`config.mk`:
```
export PLATFORM = sky130hd
export DESIGN_NAME = ipv4_tcp_syn_header_builder
export DESIGN_NICKNAME = d
export VERILOG_FILES = /design/src/rtl/ithb_pkg.sv /design/src/rtl/ithb_front.sv /design/src/rtl/ithb_queue.sv /design/src/rtl/ithb_back.sv /design/src/rtl/ipv4_tcp_syn_header_builder.sv
export SDC_FILE = /design/constraint.sdc
export NUM_CORES = 1
export LEC_CHECK = 0
export BUFFER_PORTS_ARGS = -buffer_cell sky130_fd_sc_hd__buf_2
export CAP_MARGIN = 20
export CORE_ASPECT_RATIO = 0.9
export CORE_UTILIZATION = 40
export DETAILED_ROUTE_END_ITERATION = 10
export PLACE_DENSITY = 0.53
export SYNTH_ARGS = -nofsm -noshare
export SYNTH_HDL_FRONTEND = slang
export SYNTH_SLANG_ARGS = --single-unit
```
`constraint.sdc`:
```
create_clock -name clk -period 14.1 [get_ports clk]
set_clock_uncertainty 0.15 [all_clocks]
set_input_delay 0 -clock clk [delete_from_list [all_inputs] [get_ports clk]]
set_output_delay 0 -clock clk [all_outputs]
set_load 0.02 [all_outputs]
```
`src/rtl/ithb_pkg.sv`:
```
// ----------------------------------------------------------------------------
// ithb_pkg
// Types, constants and word/checksum helpers of the IPv4+TCP SYN header builder.
// ----------------------------------------------------------------------------
package ithb_pkg;

  localparam int HDR_WORDS  = 10;
  localparam int WORD_IDX_W = 4;
  localparam int SUM_W      = 20;

  localparam logic [WORD_IDX_W-1:0] WORD_IP_VER   = 4'd0;
  localparam logic [WORD_IDX_W-1:0] WORD_IP_ID    = 4'd1;
  localparam logic [WORD_IDX_W-1:0] WORD_IP_TTL   = 4'd2;
  localparam logic [WORD_IDX_W-1:0] WORD_IP_SRC   = 4'd3;
  localparam logic [WORD_IDX_W-1:0] WORD_IP_DST   = 4'd4;
  localparam logic [WORD_IDX_W-1:0] WORD_TCP_PORT = 4'd5;
  localparam logic [WORD_IDX_W-1:0] WORD_TCP_SEQ  = 4'd6;
  localparam logic [WORD_IDX_W-1:0] WORD_TCP_ACK  = 4'd7;
  localparam logic [WORD_IDX_W-1:0] WORD_TCP_WND  = 4'd8;
  localparam logic [WORD_IDX_W-1:0] WORD_TCP_CSUM = 4'd9;
  localparam logic [WORD_IDX_W-1:0] WORD_LAST     = WORD_TCP_CSUM;

  localparam logic STATUS_OK     = 1'b0;
  localparam logic STATUS_REJECT = 1'b1;

  localparam logic [7:0]  TTL_RESET     = 8'd64;
  localparam logic [7:0]  IP_VER_IHL    = 8'((4 << 4) | 5);
  localparam logic [7:0]  IP_TOS        = 8'h00;
  localparam logic [15:0] IP_TOTAL_LEN  = 16'd40;
  localparam logic [15:0] IP_FLAGS_DF   = 16'h4000;
  localparam logic [7:0]  PROTO_NUM_TCP = 8'd6;
  localparam logic [15:0] TCP_LEN       = 16'd20;
  localparam logic [15:0] TCP_OFF_FLAGS = 16'h5002;
  localparam logic [15:0] CSUM_ZERO_SUB = 16'hffff;

  // fixed parts of both sums
  localparam logic [SUM_W-1:0] IP_SUM_CONST =
    SUM_W'({IP_VER_IHL, IP_TOS}) + SUM_W'(IP_TOTAL_LEN) + SUM_W'(IP_FLAGS_DF)
    + SUM_W'(PROTO_NUM_TCP);
  localparam logic [SUM_W-1:0] TCP_SUM_CONST =
    SUM_W'(PROTO_NUM_TCP) + SUM_W'(TCP_LEN) + SUM_W'(TCP_OFF_FLAGS);

  // input fields, first field in the highest bits
  typedef struct packed {
    logic [15:0] ip_ident;
    logic [31:0] seq_number;
    logic [31:0] ack_number;
    logic [15:0] window;
    logic [15:0] src_port;
    logic [15:0] dest_port;
    logic [31:0] src_addr;
    logic [31:0] dest_addr;
  } hdr_fields_t;

  // one queued header job
  typedef struct packed {
    hdr_fields_t f;
    logic [7:0]  ttl;
    logic [15:0] ip_csum;
    logic [15:0] tcp_csum;
    logic        reject;
  } hdr_job_t;

  // end-around carry fold, complement, zero sent as all ones
  function automatic logic [15:0] csum_finish(input logic [SUM_W-1:0] acc);
    logic [16:0] f1;
    logic [16:0] f2;
    logic [15:0] r;
    f1 = 17'(acc[15:0]) + 17'(acc[SUM_W-1:16]);
    f2 = 17'(f1[15:0]) + 17'(f1[16]);
    r  = ~f2[15:0];
    return (r == 16'h0000) ? CSUM_ZERO_SUB : r;
  endfunction

  // header word by index
  function automatic logic [31:0] hdr_word(input hdr_job_t j,
                                           input logic [WORD_IDX_W-1:0] idx);
    logic [31:0] w;
    case (idx)
      WORD_IP_VER:   w = {IP_VER_IHL, IP_TOS, IP_TOTAL_LEN};
      WORD_IP_ID:    w = {j.f.ip_ident, IP_FLAGS_DF};
      WORD_IP_TTL:   w = {j.ttl, PROTO_NUM_TCP, j.ip_csum};
      WORD_IP_SRC:   w = j.f.src_addr;
      WORD_IP_DST:   w = j.f.dest_addr;
      WORD_TCP_PORT: w = {j.f.src_port, j.f.dest_port};
      WORD_TCP_SEQ:  w = j.f.seq_number;
      WORD_TCP_ACK:  w = j.f.ack_number;
      WORD_TCP_WND:  w = {TCP_OFF_FLAGS, j.f.window};
      WORD_TCP_CSUM: w = {j.tcp_csum, 16'h0000};
      default:       w = 32'h0;
    endcase
    return w;
  endfunction

endpackage

```
`src/rtl/ithb_front.sv`:
```
// ----------------------------------------------------------------------------
// ithb_front
// Accepts requests, classifies them and computes both checksums in two stages.
// ----------------------------------------------------------------------------
module ithb_front (
  input  logic               clk,
  input  logic               rst,
  input  logic               cfg_wr_en,
  input  logic [7:0]         cfg_wr_data,
  input  logic               in_valid,
  output logic               in_ready,
  input  logic [191:0]       in_data,
  input  logic [1:0]         in_user,
  output logic               push,
  input  logic               full,
  output ithb_pkg::hdr_job_t push_job
);
  import ithb_pkg::*;

  logic [7:0]  ttl;

  logic        s1_valid;
  hdr_fields_t s1_f;
  logic        s1_reject;

  logic        s2_valid;
  hdr_fields_t s2_f;
  logic        s2_reject;
  logic [7:0]  s2_ttl;
  logic [SUM_W-1:0] s2_ip_sum;
  logic [SUM_W-1:0] s2_tcp_sum;

  logic        s2_free;
  logic        s1_move;
  logic        in_fire;
  logic [SUM_W-1:0] ip_sum;
  logic [SUM_W-1:0] tcp_sum;

  // handshake between stages
  assign s2_free  = !s2_valid || !full;
  assign s1_move  = s1_valid && s2_free;
  assign in_ready = !s1_valid || s2_free;
  assign in_fire  = in_valid && in_ready;
  assign push     = s2_valid && !full;

  // raw 20-bit sums of the 16-bit words before folding
  always_comb begin
    ip_sum = IP_SUM_CONST + SUM_W'(s1_f.ip_ident)
           + SUM_W'({ttl, 8'h00})
           + SUM_W'(s1_f.src_addr[31:16]) + SUM_W'(s1_f.src_addr[15:0])
           + SUM_W'(s1_f.dest_addr[31:16]) + SUM_W'(s1_f.dest_addr[15:0]);
    tcp_sum = TCP_SUM_CONST
            + SUM_W'(s1_f.src_addr[31:16]) + SUM_W'(s1_f.src_addr[15:0])
            + SUM_W'(s1_f.dest_addr[31:16]) + SUM_W'(s1_f.dest_addr[15:0])
            + SUM_W'(s1_f.src_port) + SUM_W'(s1_f.dest_port)
            + SUM_W'(s1_f.seq_number[31:16]) + SUM_W'(s1_f.seq_number[15:0])
            + SUM_W'(s1_f.ack_number[31:16]) + SUM_W'(s1_f.ack_number[15:0])
            + SUM_W'(s1_f.window);
  end

  // ttl register and stage valid bits
  always_ff @(posedge clk) begin
    if (rst) begin
      ttl      <= TTL_RESET;
      s1_valid <= 1'b0;
      s2_valid <= 1'b0;
    end else begin
      if (cfg_wr_en) begin
        ttl <= cfg_wr_data;
      end
      if (in_ready) begin
        s1_valid <= in_valid;
      end
      if (s2_free) begin
        s2_valid <= s1_valid;
      end
    end
  end

  // stage payloads
  always_ff @(posedge clk) begin
    if (in_fire) begin
      s1_f      <= hdr_fields_t'(in_data);
      s1_reject <= !(in_user[0] && in_user[1]);
    end
    if (s1_move) begin
      s2_f       <= s1_f;
      s2_reject  <= s1_reject;
      s2_ttl     <= ttl;
      s2_ip_sum  <= ip_sum;
      s2_tcp_sum <= tcp_sum;
    end
  end

  // fold and complement into the queued job
  always_comb begin
    push_job.f        = s2_f;
    push_job.ttl      = s2_ttl;
    push_job.ip_csum  = csum_finish(s2_ip_sum);
    push_job.tcp_csum = csum_finish(s2_tcp_sum);
    push_job.reject   = s2_reject;
  end

endmodule

```
`src/rtl/ithb_queue.sv`:
```
// ----------------------------------------------------------------------------
// ithb_queue
// Short first-in first-out queue of header jobs between front and back.
// ----------------------------------------------------------------------------
module ithb_queue #(
  parameter int DEPTH = 2
) (
  input  logic               clk,
  input  logic               rst,
  input  logic               push,
  input  ithb_pkg::hdr_job_t push_job,
  output logic               full,
  input  logic               pop,
  output logic               empty,
  output ithb_pkg::hdr_job_t head_job
);
  import ithb_pkg::*;

  localparam int PTR_W = (DEPTH > 1) ? $clog2(DEPTH) : 1;
  localparam int CNT_W = $clog2(DEPTH + 1);
  localparam logic [PTR_W-1:0] PTR_MAX = PTR_W'(DEPTH - 1);

  hdr_job_t          slots [DEPTH];
  logic [PTR_W-1:0]  wr_ptr;
  logic [PTR_W-1:0]  rd_ptr;
  logic [CNT_W-1:0]  count;
  logic              do_push;
  logic              do_pop;

  assign full     = (count == CNT_W'(DEPTH));
  assign empty    = (count == '0);
  assign do_push  = push && !full;
  assign do_pop   = pop && !empty;
  assign head_job = slots[rd_ptr];

  // pointers and fill count
  always_ff @(posedge clk) begin
    if (rst) begin
      wr_ptr <= '0;
      rd_ptr <= '0;
      count  <= '0;
    end else begin
      if (do_push) begin
        wr_ptr <= (wr_ptr == PTR_MAX) ? '0 : wr_ptr + 1'b1;
      end
      if (do_pop) begin
        rd_ptr <= (rd_ptr == PTR_MAX) ? '0 : rd_ptr + 1'b1;
      end
      case ({do_push, do_pop})
        2'b10:   count <= count + 1'b1;
        2'b01:   count <= count - 1'b1;
        default: count <= count;
      endcase
    end
  end

  // slot storage
  always_ff @(posedge clk) begin
    if (do_push) begin
      slots[wr_ptr] <= push_job;
    end
  end

endmodule

```
`src/rtl/ithb_back.sv`:
```
// ----------------------------------------------------------------------------
// ithb_back
// Walks the queued job word by word into the registered output stage.
// ----------------------------------------------------------------------------
module ithb_back (
  input  logic               clk,
  input  logic               rst,
  input  logic               empty,
  input  ithb_pkg::hdr_job_t head_job,
  output logic               pop,
  output logic               out_valid,
  input  logic               out_ready,
  output logic [31:0]        out_data,
  output logic               out_last,
  output logic               out_user
);
  import ithb_pkg::*;

  logic [WORD_IDX_W-1:0] widx;
  logic                  load;
  logic                  job_done;

  assign load     = !empty && (!out_valid || out_ready);
  assign job_done = head_job.reject || (widx == WORD_LAST);
  assign pop      = load && job_done;

  // word counter and output valid
  always_ff @(posedge clk) begin
    if (rst) begin
      widx      <= '0;
      out_valid <= 1'b0;
    end else if (load) begin
      out_valid <= 1'b1;
      widx      <= job_done ? '0 : widx + 1'b1;
    end else if (out_ready) begin
      out_valid <= 1'b0;
    end
  end

  // output payload
  always_ff @(posedge clk) begin
    if (load) begin
      out_data <= head_job.reject ? 32'h0 : hdr_word(head_job, widx);
      out_last <= job_done;
      out_user <= head_job.reject ? STATUS_REJECT : STATUS_OK;
    end
  end

endmodule

```
`src/rtl/ipv4_tcp_syn_header_builder.sv`:
```
// ----------------------------------------------------------------------------
// ipv4_tcp_syn_header_builder
// Builds a 40-byte IPv4+TCP SYN header as ten 32-bit words per request, or one reject word.
// ----------------------------------------------------------------------------
// channel   dir  handshake                     payload
// s_axis    in   s_axis_tvalid/s_axis_tready   tdata 192b fields, tuser 2b v4 flags
// m_axis    out  m_axis_tvalid/m_axis_tready   tdata header word, tlast, tuser status
// cfg       in   cfg_wr_en                     cfg_wr_data ttl byte
//
// each accepted IPv4 request yields ten output words, one per cycle while
// m_axis_tready is high; a rejected one yields one word, so the word walker
// in the back end sets the rate
// after acceptance the first word passes: second front stage, queue, output register
// a new request is taken while earlier ones are still being sent
// rst clears all valid bits and the queue and sets ttl to 64
// backpressure on m_axis fills the queue and then drops s_axis_tready
// ----------------------------------------------------------------------------
module ipv4_tcp_syn_header_builder #(
  parameter int QUEUE_DEPTH = 2
) (
  input  logic         clk,
  input  logic         rst,
  input  logic         cfg_wr_en,
  input  logic [7:0]   cfg_wr_data,
  input  logic         s_axis_tvalid,
  output logic         s_axis_tready,
  // dest_addr, src_addr, dest_port, src_port, window, ack_number, seq_number,
  // ip_ident
  input  logic [191:0] s_axis_tdata,
  // dest_is_ipv4, src_is_ipv4
  input  logic [1:0]   s_axis_tuser,
  output logic         m_axis_tvalid,
  input  logic         m_axis_tready,
  // header_word
  output logic [31:0]  m_axis_tdata,
  output logic         m_axis_tlast,
  // status
  output logic         m_axis_tuser
);
  import ithb_pkg::*;

  logic     q_push;
  logic     q_full;
  logic     q_pop;
  logic     q_empty;
  hdr_job_t q_in_job;
  hdr_job_t q_head_job;

  // request intake and checksums
  ithb_front u_front (
    .clk         (clk),
    .rst         (rst),
    .cfg_wr_en   (cfg_wr_en),
    .cfg_wr_data (cfg_wr_data),
    .in_valid    (s_axis_tvalid),
    .in_ready    (s_axis_tready),
    .in_data     (s_axis_tdata),
    .in_user     (s_axis_tuser),
    .push        (q_push),
    .full        (q_full),
    .push_job    (q_in_job)
  );

  // job queue
  ithb_queue #(
    .DEPTH (QUEUE_DEPTH)
  ) u_queue (
    .clk      (clk),
    .rst      (rst),
    .push     (q_push),
    .push_job (q_in_job),
    .full     (q_full),
    .pop      (q_pop),
    .empty    (q_empty),
    .head_job (q_head_job)
  );

  // word emission
  ithb_back u_back (
    .clk       (clk),
    .rst       (rst),
    .empty     (q_empty),
    .head_job  (q_head_job),
    .pop       (q_pop),
    .out_valid (m_axis_tvalid),
    .out_ready (m_axis_tready),
    .out_data  (m_axis_tdata),
    .out_last  (m_axis_tlast),
    .out_user  (m_axis_tuser)
  );

endmodule

```
==> impl_metrics.json <==
{
  "place_area_um2": 44500,
  "violations": "DRC",
  "maxCapViolations": 0,
  "synthFlopType": "edfxtp_1",
  "worst-path-max-fanout": 5,
  "synth_cells": 2582,
  "min_period_ps": 6680,
  "via_per_inst": 5.15,
  "mappedNetlistArea_um2": 41600,
  "min_from": "rst",
  "crit_type": "register to register",
  "post_cts.repair.setup_buffers": 0,
  "die_area_um2": 105000,
  "gr-total-overflow": 0,
  "port_buffers": 242,
  "grtUsageMet2": 0.368,
  "hp-class": "input port to register",
  "syn_area_per_cell_um2": 16.1,
  "report.final.slew_viol_count": 0,
  "setup_violations": 0,
  "hold_path_end": "u_queue.count[0]",
  "crit_path_end_kind": "register",
  "initialDrtViolationCount": 2024,
  "min_path_cells": 3,
  "grt_max_degree": 109,
  "grt_pass1_wl_mm": 169,
  "drc_errors": 16,
  "insertion_delay_ps": 700,
  "ctsResizeCount": 0,
  "use_met1": 0.309,
  "clk_path_buf_depth": 3,
  "post-dp-hpwl_mm": 78.5,
  "die_w_um": 342,
  "synth-edff-count": 933,
  "outcome": "finished with violations",
  "multi_input_area_um2": 11900,
  "initial_core_util": 0.406,
  "start_kind": "register",
  "antenna_found_initial": 6,
  "n_antenna_cell": 0,
  "tns_ps": 0,
  "reg2reg_to": "u_front.s2_tcp_sum[16]",
  "worstPathArrival_ps": 7040,
  "num_vias": 24400,
  "cts.sinks": 953,
  "synth_nets": 3057,
  "area_delta_synth_final_pct": 25.0,
  "numCtsBuffers": 99,
  "tightest_slew_ps": 1090,
  "ant_nets": 0,
  "p_per_area_nw_per_um2": 189,
  "grt.busiest_layer": "met2",
  "yosysWarnings": 0,
  "ys_seq_area_frac": 0.683,
  "fmax_mhz": 150,
  "cts.clk_slew.worst_paths_ps": 60,
  "final_util": 0.507,
  "grt_use_met3": 0.0265,
  "ys_ff_latch": 953,
  "first_pass_iters": 8,
  "final_area_um2": 52000,
  "dieHeight_um": 308,
  "grt_util_all_layers": 0.221,
  "hold_viol": 0,
  "root_buffer": "clkbuf_16",
  "io_pins": 243,
  "final-seq-area_um2": 28400,
  "finalCritPeriodShare": 0.474,
  "synthArstFlopShare": 0,
  "rr_worst_depth": 21,
  "ys_types": 78,
  "finalWirelength_mm": 115,
  "detail_route.wl_per_cell_um": 24.3,
  "p_leak_nw": 18.8,
  "slew-limit-headroom": 0.270,
  "grt_pass1_vias": 25800,
  "nets": 3784,
  "r2r-start": "u_front.s1_f[50]",
  "nFillCells": 8562,
  "drive_gt1_frac": 0.136,
  "htree_levels": 3,
  "peakVddDrop_v": 0.000143,
  "rrSetupSlack_ps": 7420,
  "rsz0062_at_grt": "false",
  "cts_tree": "built",
  "core_region_area_um2": 102000,
  "row_count": 111,
  "required_ps": 14450,
  "hold_buffers": 423,
  "gp_congestion": 0.869
}
-- metal layers --
metal | routed length [um] | part of all wire | vias to the layer above
li1 | - | - | 11000
met1 | 51600 | 0.45 | 12600
met2 | 56200 | 0.49 | 695
met3 | 5490 | 0.048 | 120
met4 | 2080 | 0.018 | 0
met5 | 0 | 0 | -
-- worst max-delay path by stage --
| stage | from | endpoint | slack, ps | cells past startpoint |
|---|---|---|---|---|
| 5_1_grt | u_front.s1_f[50] | u_front.s2_tcp_sum[16] | 7100 | 19 |
| 3_5_place_dp | u_front.s1_f[50] | u_front.s2_tcp_sum[16] | 7430 | 21 |
| 6_report | u_front.s1_f[50] | u_front.s2_tcp_sum[16] | 7420 | 21 |
| 2_1_floorplan | u_queue.count[0] | u_front.push_job[100] | 1870 | 3 |
| 3_3_place_gp | u_front.s1_f[50] | u_front.s2_tcp_sum[16] | 7490 | 21 |
| 4_1_cts | u_front.s1_f[50] | u_front.s2_tcp_sum[16] | 7380 | 21 |
-- critical path: stages (launching register included) --
cell       delay, ps
edfxtp_1         470
inv_1             80
ha_1             230
nand2b_1         180
nand4_1          230
xnor2_1          220
fa_1             550
inv_1             60
fa_1             500
fa_1             520
fa_1             520
fa_1             550
inv_1             40
ha_1             350
a21o_1           180
a211oi_1          50
nor2_1           110
o41ai_1          120
o21ai_0          360
a31oi_1          240
or4b_2           670
o2111ai_1        120
-- synthesized netlist by cell type, types with 15 or more instances --
cell type  number  area [um^2]
a221oi_1       28          245
nand2_1        88          330
a22oi_1        29          218
nor2_1        112          420
nor3_1         22          110
ha_1           69          863
o22ai_1        74          463
clkbuf_1       55          206
nand2b_1       19          119
nand3_1        33          165
xnor2_1        64          561
a21oi_1        71          355
o21ai_0        31          155
mux2i_1       182         1820
dfxtp_1        20          400
fa_1          199         3980
nor2b_1        15         93.8
xor2_1         35          307
inv_1         269         1010
edfxtp_1      933        28000
nor4_1         35          219
-- flip-flops by register name, indices dropped and copies added, names as in the netlist, named ones only --
signal              flops
u_queue.slots         466
u_front.push_job      192
u_queue.wr_ptr          1
u_back.out_last         1
u_front.s2_valid        1
u_queue.rd_ptr          1
u_back.widx             4
u_front.s2_reject       1
u_back.out_valid        1
u_back.out_data        32
u_front.s1_valid        1
u_front.s2_ip_sum      19
u_queue.count           2
u_front.s2_ttl          8
u_front.ttl             8
u_back.out_user         1
u_front.s1_f          192
u_front.s2_tcp_sum     20
u_front.s1_reject       1
-- power breakdown --
group	leakage [nW]	total, mW	internal (mW)	switching [mW]
registers	8.86	3.71	3.53	0.180
clock network	1.56	2.63	1.52	1.11
logic	8.42	3.50	1.47	2.04
total	18.8	9.84	6.52	3.33
-- cell type report --
type                            count  area share
Inverter                          269      0.0194
Multi-Input combinational cell   1284       0.229
Sequential cell                   953       0.546
Tap cell                         1356      0.0326
Clock inverter                     50      0.0113
Clock buffer                      126      0.0510
Timing Repair Buffer              702       0.110
-- per-stage QoR --
| step | hold WS (ps) | cells | power (mW) | worst slack [ps] |
|---|---|---|---|---|
| after floorplan | -51.1 | 2582 | 6.20 | 1870 |
| after global placement | 27.5 | 4141 | 7.10 | 7490 |
| after detailed placement | 28.1 | 4141 | 7.16 | 7430 |
| after CTS | 175 | 4740 | 9.90 | 7380 |
| after global routing | 240 | 4740 | 10.4 | 7100 |
| final | 246 | 4740 | 9.84 | 7420 |
-- kinds of logic after synthesis --
group           Yosys count  synth area share
compound gates          326            0.0535
xor+xnor                 99            0.0208
fa+ha+maj               268             0.117
buf+inv                 345            0.0316
flops                   953             0.683
mux                     186            0.0449
simple gates            405            0.0495
-- placed cells by master, fill, tap and decap left out, types with 10 or more instances in the layout --
| cell type | n |
|---|---|
| nor3_1 | 22 |
| a31oi_1 | 11 |
| clkinv_1 | 14 |
| a21oi_1 | 71 |
| clkbuf_16 | 101 |
| nor2b_1 | 14 |
| o21ai_0 | 31 |
| o22ai_1 | 74 |
| nand2b_1 | 19 |
| nand4_1 | 10 |
| nand3_1 | 33 |
| xor2_1 | 35 |
| buf_2 | 242 |
| nor4_1 | 34 |
| bufinv_16 | 10 |
| xnor2_1 | 64 |
| or3_1 | 10 |
| nand2_1 | 83 |
| a21o_1 | 12 |
| inv_1 | 268 |
| fa_1 | 199 |
| ha_1 | 69 |
| clkbuf_1 | 22 |
| mux2i_1 | 182 |
| clkinv_2 | 12 |
| a221oi_1 | 28 |
| a22oi_1 | 29 |
| nor2_1 | 111 |
| dfxtp_1 | 19 |
| and3_1 | 10 |
| dlygate4sd3_1 | 423 |
| edfxtp_1 | 933 |
| buf_4 | 36 |
Power figures use the tool's default switching activity.
